### src/rtl/rtpjt_pkg.sv
// Shared types, constants and helpers for the RTP jitter and loss tracker.
`timescale 1ns / 1ps
package rtpjt_pkg;

  localparam int GapSlots = 16;
  localparam int SlotW    = $clog2(GapSlots);
  localparam int CountW   = $clog2(GapSlots + 1);

  localparam logic [1:0] OpArrive  = 2'd0;
  localparam logic [1:0] OpHarvest = 2'd1;
  localparam logic [1:0] OpClear   = 2'd2;
  localparam logic [1:0] OpNone    = 2'd3;

  localparam logic [63:0] SpacingMax = 64'h8000_0000_0000_0000;
  localparam logic [31:0] NsPerSec   = 32'd1_000_000_000;
  localparam logic [11:0] LostMax    = 12'hFFF;

  // Input payload, last field lowest.
  typedef struct packed {
    logic        discard_mark;
    logic        gap_mark;
    logic [63:0] threshold_ns;
    logic [63:0] now_ns;
    logic [63:0] recv_time;
    logic [63:0] send_time;
    logic [15:0] seq_num;
    logic [1:0]  opcode;
  } req_t;

  // Result payload, last field lowest.
  typedef struct packed {
    logic        first_packet;
    logic [11:0] lost_total;
    logic [31:0] jitter_value;
    logic [63:0] delay_ns;
    logic [63:0] skew_ns;
  } rsp_t;

  // Commands from the controller to the datapath.
  typedef struct packed {
    logic load;       // capture the request and compute stage-one values
    logic conv_delay; // multiply steps for delay
    logic conv_skew;  // multiply steps for skew
    logic arrive_fin; // commit arrival state, decide gap work
    logic fill_step;  // examine one gap entry for a fill
    logic shift_step; // close up one entry after removal
    logic harv_step;  // examine head entry for harvest
    logic clear_q;    // clear queue flag
    logic [1:0] mstep;
  } cmd_t;

  // Status from the datapath to the controller.
  typedef struct packed {
    logic fill_done;
    logic fill_remove;
    logic shift_done;
    logic harv_done;
    logic gap_work_fill;
  } sts_t;

  function automatic logic seq_before(input logic [15:0] a, input logic [15:0] b);
    logic [15:0] d;
    d = a - b;
    return d[15];
  endfunction

endpackage

### src/rtl/rtpjt_ctrl.sv
// Controller state machine for the RTP jitter and loss tracker.
`timescale 1ns / 1ps
module rtpjt_ctrl (
  input  logic           clk_i,
  input  logic           rst_ni,
  input  logic           req_valid_i,
  input  logic [1:0]     opcode_i,
  output logic           req_ready_o,
  input  logic           rsp_free_i,
  output logic           rsp_load_o,
  output rtpjt_pkg::cmd_t cmd_o,
  input  rtpjt_pkg::sts_t sts_i
);
  import rtpjt_pkg::*;

  localparam logic [2:0] StIdle  = 3'd0;
  localparam logic [2:0] StConvD = 3'd1;
  localparam logic [2:0] StConvS = 3'd2;
  localparam logic [2:0] StFin   = 3'd3;
  localparam logic [2:0] StFill  = 3'd4;
  localparam logic [2:0] StShift = 3'd5;
  localparam logic [2:0] StHarv  = 3'd6;
  localparam logic [2:0] StOut   = 3'd7;

  logic [2:0] state_q, state_d;
  logic [1:0] step_q, step_d;
  logic [1:0] op_q, op_d;

  always_comb begin
    state_d     = state_q;
    step_d      = step_q;
    op_d        = op_q;
    cmd_o       = '0;
    cmd_o.mstep = step_q;
    rsp_load_o  = 1'b0;
    req_ready_o = 1'b0;
    case (state_q)
      StIdle: begin
        req_ready_o = 1'b1;
        if (req_valid_i) begin
          cmd_o.load = 1'b1;
          op_d       = opcode_i;
          step_d     = '0;
          case (opcode_i)
            OpArrive:  state_d = StConvD;
            OpHarvest: state_d = StHarv;
            default:   state_d = StOut;
          endcase
        end
      end
      StConvD: begin
        cmd_o.conv_delay = 1'b1;
        step_d = step_q + 2'd1;
        if (step_q == 2'd3) state_d = StConvS;
      end
      StConvS: begin
        cmd_o.conv_skew = 1'b1;
        step_d = step_q + 2'd1;
        if (step_q == 2'd3) state_d = StFin;
      end
      StFin: begin
        cmd_o.arrive_fin = 1'b1;
        state_d = sts_i.gap_work_fill ? StFill : StOut;
      end
      StFill: begin
        cmd_o.fill_step = 1'b1;
        if (sts_i.fill_remove) state_d = StShift;
        else if (sts_i.fill_done) state_d = StOut;
      end
      StShift: begin
        cmd_o.shift_step = 1'b1;
        if (sts_i.shift_done) state_d = StOut;
      end
      StHarv: begin
        cmd_o.harv_step = 1'b1;
        if (sts_i.harv_done) state_d = StOut;
      end
      StOut: begin
        if (rsp_free_i) begin
          rsp_load_o    = 1'b1;
          cmd_o.clear_q = (op_q == OpClear);
          state_d       = StIdle;
        end
      end
      default: state_d = StIdle;
    endcase
  end

  always_ff @(posedge clk_i or negedge rst_ni) begin
    if (!rst_ni) begin
      state_q <= StIdle;
      step_q  <= '0;
      op_q    <= OpArrive;
    end else begin
      state_q <= state_d;
      step_q  <= step_d;
      op_q    <= op_d;
    end
  end

endmodule

### config.mk
export PLATFORM = sky130hd
export DESIGN_NAME = rtpjt_ctrl
export DESIGN_NICKNAME = d
export VERILOG_FILES = /design/src/rtl/rtpjt_pkg.sv /design/src/rtl/rtpjt_ctrl.sv
export SDC_FILE = /design/constraint.sdc
export NUM_CORES = 1
export LEC_CHECK = 0
export ABC_AREA = 1
export BUFFER_PORTS_ARGS = -buffer_cell sky130_fd_sc_hd__buf_4
export CAP_MARGIN = 20
export CORE_AREA = 2 2 39 41
export CTS_CLUSTER_DIAMETER = 30
export CTS_CLUSTER_SIZE = 20
export DETAILED_ROUTE_END_ITERATION = 12
export DIE_AREA = 0 0 41 43
export MAX_ROUTING_LAYER = met4
export PLACE_DENSITY = 0.78
export SLEW_MARGIN = 20
export SYNTH_ARGS = -nofsm -noshare
export SYNTH_HDL_FRONTEND = slang
export SYNTH_SLANG_ARGS = --single-unit
export TNS_END_PERCENT = 100
### constraint.sdc
create_clock -name clk_i -period 2 [get_ports clk_i]
set_clock_uncertainty 0.05 [all_clocks]
set_input_delay 0.2 -clock clk_i [delete_from_list [all_inputs] [get_ports clk_i]]
set_output_delay 0.2 -clock clk_i [all_outputs]
set_load 0.05 [all_outputs]
==> summary.md <==
| Metric | Value |
|---|---|
| Routed WL | `1316 um` |
| Fraction of the mapped netlist area in compound gates | `3.922%` |
| Floorplan row count | `14` |
| First drt pass iteration count | `4` |
| Final net count | `131` |
| Sort of element at the end of the critical path | `primary output` |
| Reg2Reg Setup Slack | `620 ps` |
| Total I/O pin count | `23` |
| Max-slew headroom at the worst pin | `70.98%` |
| Clock power frac | `7.9%` |
| Die footprint | `1763 um2` |
| Leakage power of the design | `0.5150 nW` |
| Overall die height | `43 um` |
| Share of post-route cells with drive strength above 1 | `38.14%` |
| Slew of the pin with the lowest slew margin | `435.3 ps` |
| Number of buffers inserted during clock tree synthesis | `3` |
| FMAX | `571.8 MHz` |
| Weighted congestion reported at the end of routability-driven placement | `0.8863` |
| Distinct cell type count of the synthesized netlist | `20` |
| H-tree level count | `1` |
| Horizontal extent of the die | `41 um` |
| Worst setup endpoint | `cmd_o[2]` |
| Share of synthesized area occupied by flip-flops and latches | `27.45%` |
| Worst-path fanout max | `10` |
| Combined global-route utilization of all metal layers | `18.61%` |
| Cell Count Post-Placement | `129` |
| VDD IR-drop max | `0.9537 mV` |
| # setup viols final | `0` |
| CTS tree | `done` |
| Maximum root-to-sink buffer count | `2` |
| Summed area of non-filler cells in the final layout | `850.8 um2` |
| Critical path launch point type | `flip-flop` |
| Biggest area contributors in the synthesized netlist | `sky130_fd_sc_hd__dfrtp_1, sky130_fd_sc_hd__nand2_1, sky130_fd_sc_hd__nor2_4` |
| Synth Warn # | `0` |
| Fraction of post-synthesis cell area in the top cell type by area | `27.45%` |
| Antenna violations before repair | `0` |
| Simple-gate portion of the synthesized area | `50.00%` |
| Count of antenna-violating nets left after detailed routing | `0` |
| Proportion of total power due to net switching | `58.44%` |
| CP required | `1750 ps` |
| Layout-stage area growth over the synthesis result | `33.33%` |
| Capture point of the worst reg-to-reg path | `state_q[0]$_DFFE_PN0P_` |
| Total net switching power | `935.0 uW` |
| Starting utilization of the core area | `46.11%` |
| Clock sink total | `7` |
| Number of antenna cells inserted | `0` |
| Routed len/inst | `9.821 um` |
| Count of max-cap constraint violations | `0` |
| Worst path arrival time | `1500 ps` |
| Share of cell area taken by muxes after synthesis | `0%` |
| Filler-free cell count of the finished design | `134` |
| Setup repair after global routing missed its margin | `no` |
| Placeable core region | `1384 um2` |
| Main combinational cell family by area after synthesis | `simple AND/OR/NAND/NOR gates` |
| Parity-gate share of the synthesized area counting xor and xnor cells | `0%` |
| Total count of max-transition violations in the final report | `0` |
| Startpoint of the most critical setup path | `state_q[0]$_DFFE_PN0P_` |
| Internal power | `665.0 uW` |
| Half-perimeter wire length after detailed placement | `1084 um` |
| Cell type with the largest total area after synthesis | `sky130_fd_sc_hd__dfrtp_1` |
| CTS root buffer | `sky130_fd_sc_hd__clkbuf_4` |
| Clock edge transition at the registers on the reported setup and hold paths | `50 ps` |
| Clock insertion delay at the later pin of the skew report | `250 ps` |
| Minimum setup slack after placement | `528.6 ps` |
| Final critical delay including setup and external delays | `1749 ps` |
| Total of buffers placed on input and output ports | `22` |
| First-pass GRT wire length | `2221 um` |
| Post-synthesis register bit count | `7` |
| Cell Pwr Density | `1881 nW/um2` |
| Via count of the first global-routing pass | `584` |
| Fraction of power consumed by sequential logic | `21.1%` |
| Maximum number of pins on one net before global-route repair | `11` |
| Setup TNS | `0 ps` |
| Worst setup margin | `251.0 ps` |
| Post-cts sizing count | `0` |
| Netlist area before placement | `638.1 um2` |
| Syn_nets | `105` |
| First DRT Iteration DRCs | `10` |
| Cells after synthesis | `93` |
| Comb power frac | `71.0%` |
| Class of the most critical hold timing path | `in -> reg` |
| Launch point of the worst reg-to-reg path | `state_q[0]$_DFFE_PN0P_` |
| Result of the run | `finished clean` |
| Worst setup path category | `reg -> out` |
| Gr ovfl total | `0` |
| Total via count after detailed routing | `632` |
| Post-detailed-route via-to-cell ratio | `4.716` |
| Adder and majority gate portion of the synthesized area | `1.961%` |
| Per-instance average area after synthesis | `6.861 um2` |
| Filler cells | `134` |
| Worst Reg-to-Reg Cells | `8` |
| Period Utilization, post-route | `87.45%` |
| Total placed instance area | `814.5 um2` |
| Number of hold violations in the final report | `0` |
| DR DRC count | `0` |
==> registers in the layout, indices dropped and copies added (netlist names) <==
| name | flops |
|---|---|
| op_q | 2 |
| state_q | 3 |
| step_q | 2 |
==> per-layer routing <==
metal	vias up	wire, um	GRT usage (%)
li1	335	-	-
met1	277	550	24.25
met2	18	684	25.94
met3	2	70	7.330
met4	0	10	6.000
met5	-	0	-
==> logic make-up (layout without fill, tap and decap cells) <==
group	after synthesis	after routing
buffers and inverters	22	47
adders and majority gates	1	1
and+or+nand+nor	58	58
AOI/OAI and AO/OA	5	5
DFF	7	7
==> through the flow <==
| stage | util, % | power [mW] | hold WS (ps) |
|---|---|---|---|
| floorplan | - | 1.263 | -145.6 |
| global placement | 58.86 | 1.460 | -34.12 |
| detailed placement | 58.86 | 1.481 | -32.91 |
| CTS | 61.48 | 1.617 | 175.9 |
| global route | 61.48 | 1.753 | 191.6 |
| finish | 61.48 | 1.600 | 184.2 |
==> repair_timing <==
| action | 4_1_cts | 5_1_grt |
|---|---|---|
| hold endpoints to repair | 7 | 0 |
| hold buffers | 1 | 0 |
| buffers inserted | 0 | 0 |
==> critical path: stages, from the launching register on <==
cell	delay, ps
sky130_fd_sc_hd__dfrtp_1	600
sky130_fd_sc_hd__nand2_2	140
sky130_fd_sc_hd__nor3_4	150
sky130_fd_sc_hd__nand2_1	80
sky130_fd_sc_hd__nor2_2	70
sky130_fd_sc_hd__buf_4	190
==> how the worst min path moves through the flow <==
stage,startpoint,endpoint,depth (start not counted)
2_1_floorplan,rst_ni,op_q[0]$_DFFE_PN0P_,0
3_3_place_gp,rst_ni,op_q[0]$_DFFE_PN0P_,1
3_5_place_dp,rst_ni,op_q[1]$_DFFE_PN0P_,1
4_1_cts,opcode_i[1],op_q[1]$_DFFE_PN0P_,3
5_1_grt,opcode_i[0],op_q[0]$_DFFE_PN0P_,3
6_report,opcode_i[0],op_q[0]$_DFFE_PN0P_,3
==> synthesized netlist by cell type, drive strengths merged <==
cell    number
nand2       30
nor2         9
inv         19
buf          3
o21ai        5
nand3b       2
ha           1
dfrtp        7
nand4        1
nand3       14
nor3         1
or2          1
==> power groups by stage <==
stage / clock network (mW) / registers, mW / logic, mW
finish: 0.126 / 0.338 / 1.14
global route: 0.141 / 0.351 / 1.26
CTS: 0.132 / 0.335 / 1.15
detailed placement: 0 / 0.337 / 1.14
global placement: 0 / 0.332 / 1.13
floorplan: 0 / 0.325 / 0.938
==> cell type report <==
type                    count  area [um2]  share of cell area (%)
well taps                  16       20.02                   2.353
clock buffers               4       26.28                   3.088
flip-flops and latches      7       175.2                   20.59
repair buffers             24       182.7                   21.47
inverters                  19       76.32                   8.971
multi-input cells          64       370.4                   43.53
==> cells in the final DEF, fill, tap and decap left out, types with 3 or more instances in the layout <==
cell,Yosys,layout
sky130_fd_sc_hd__nand2_1,24,24
sky130_fd_sc_hd__nor2_4,6,6
sky130_fd_sc_hd__nand2_2,5,5
sky130_fd_sc_hd__o21ai_1,3,3
sky130_fd_sc_hd__buf_4,1,23
sky130_fd_sc_hd__inv_1,16,16
sky130_fd_sc_hd__nand3_1,13,13
sky130_fd_sc_hd__clkbuf_4,0,3
sky130_fd_sc_hd__dfrtp_1,7,7
Power figures use the tool's default switching activity.
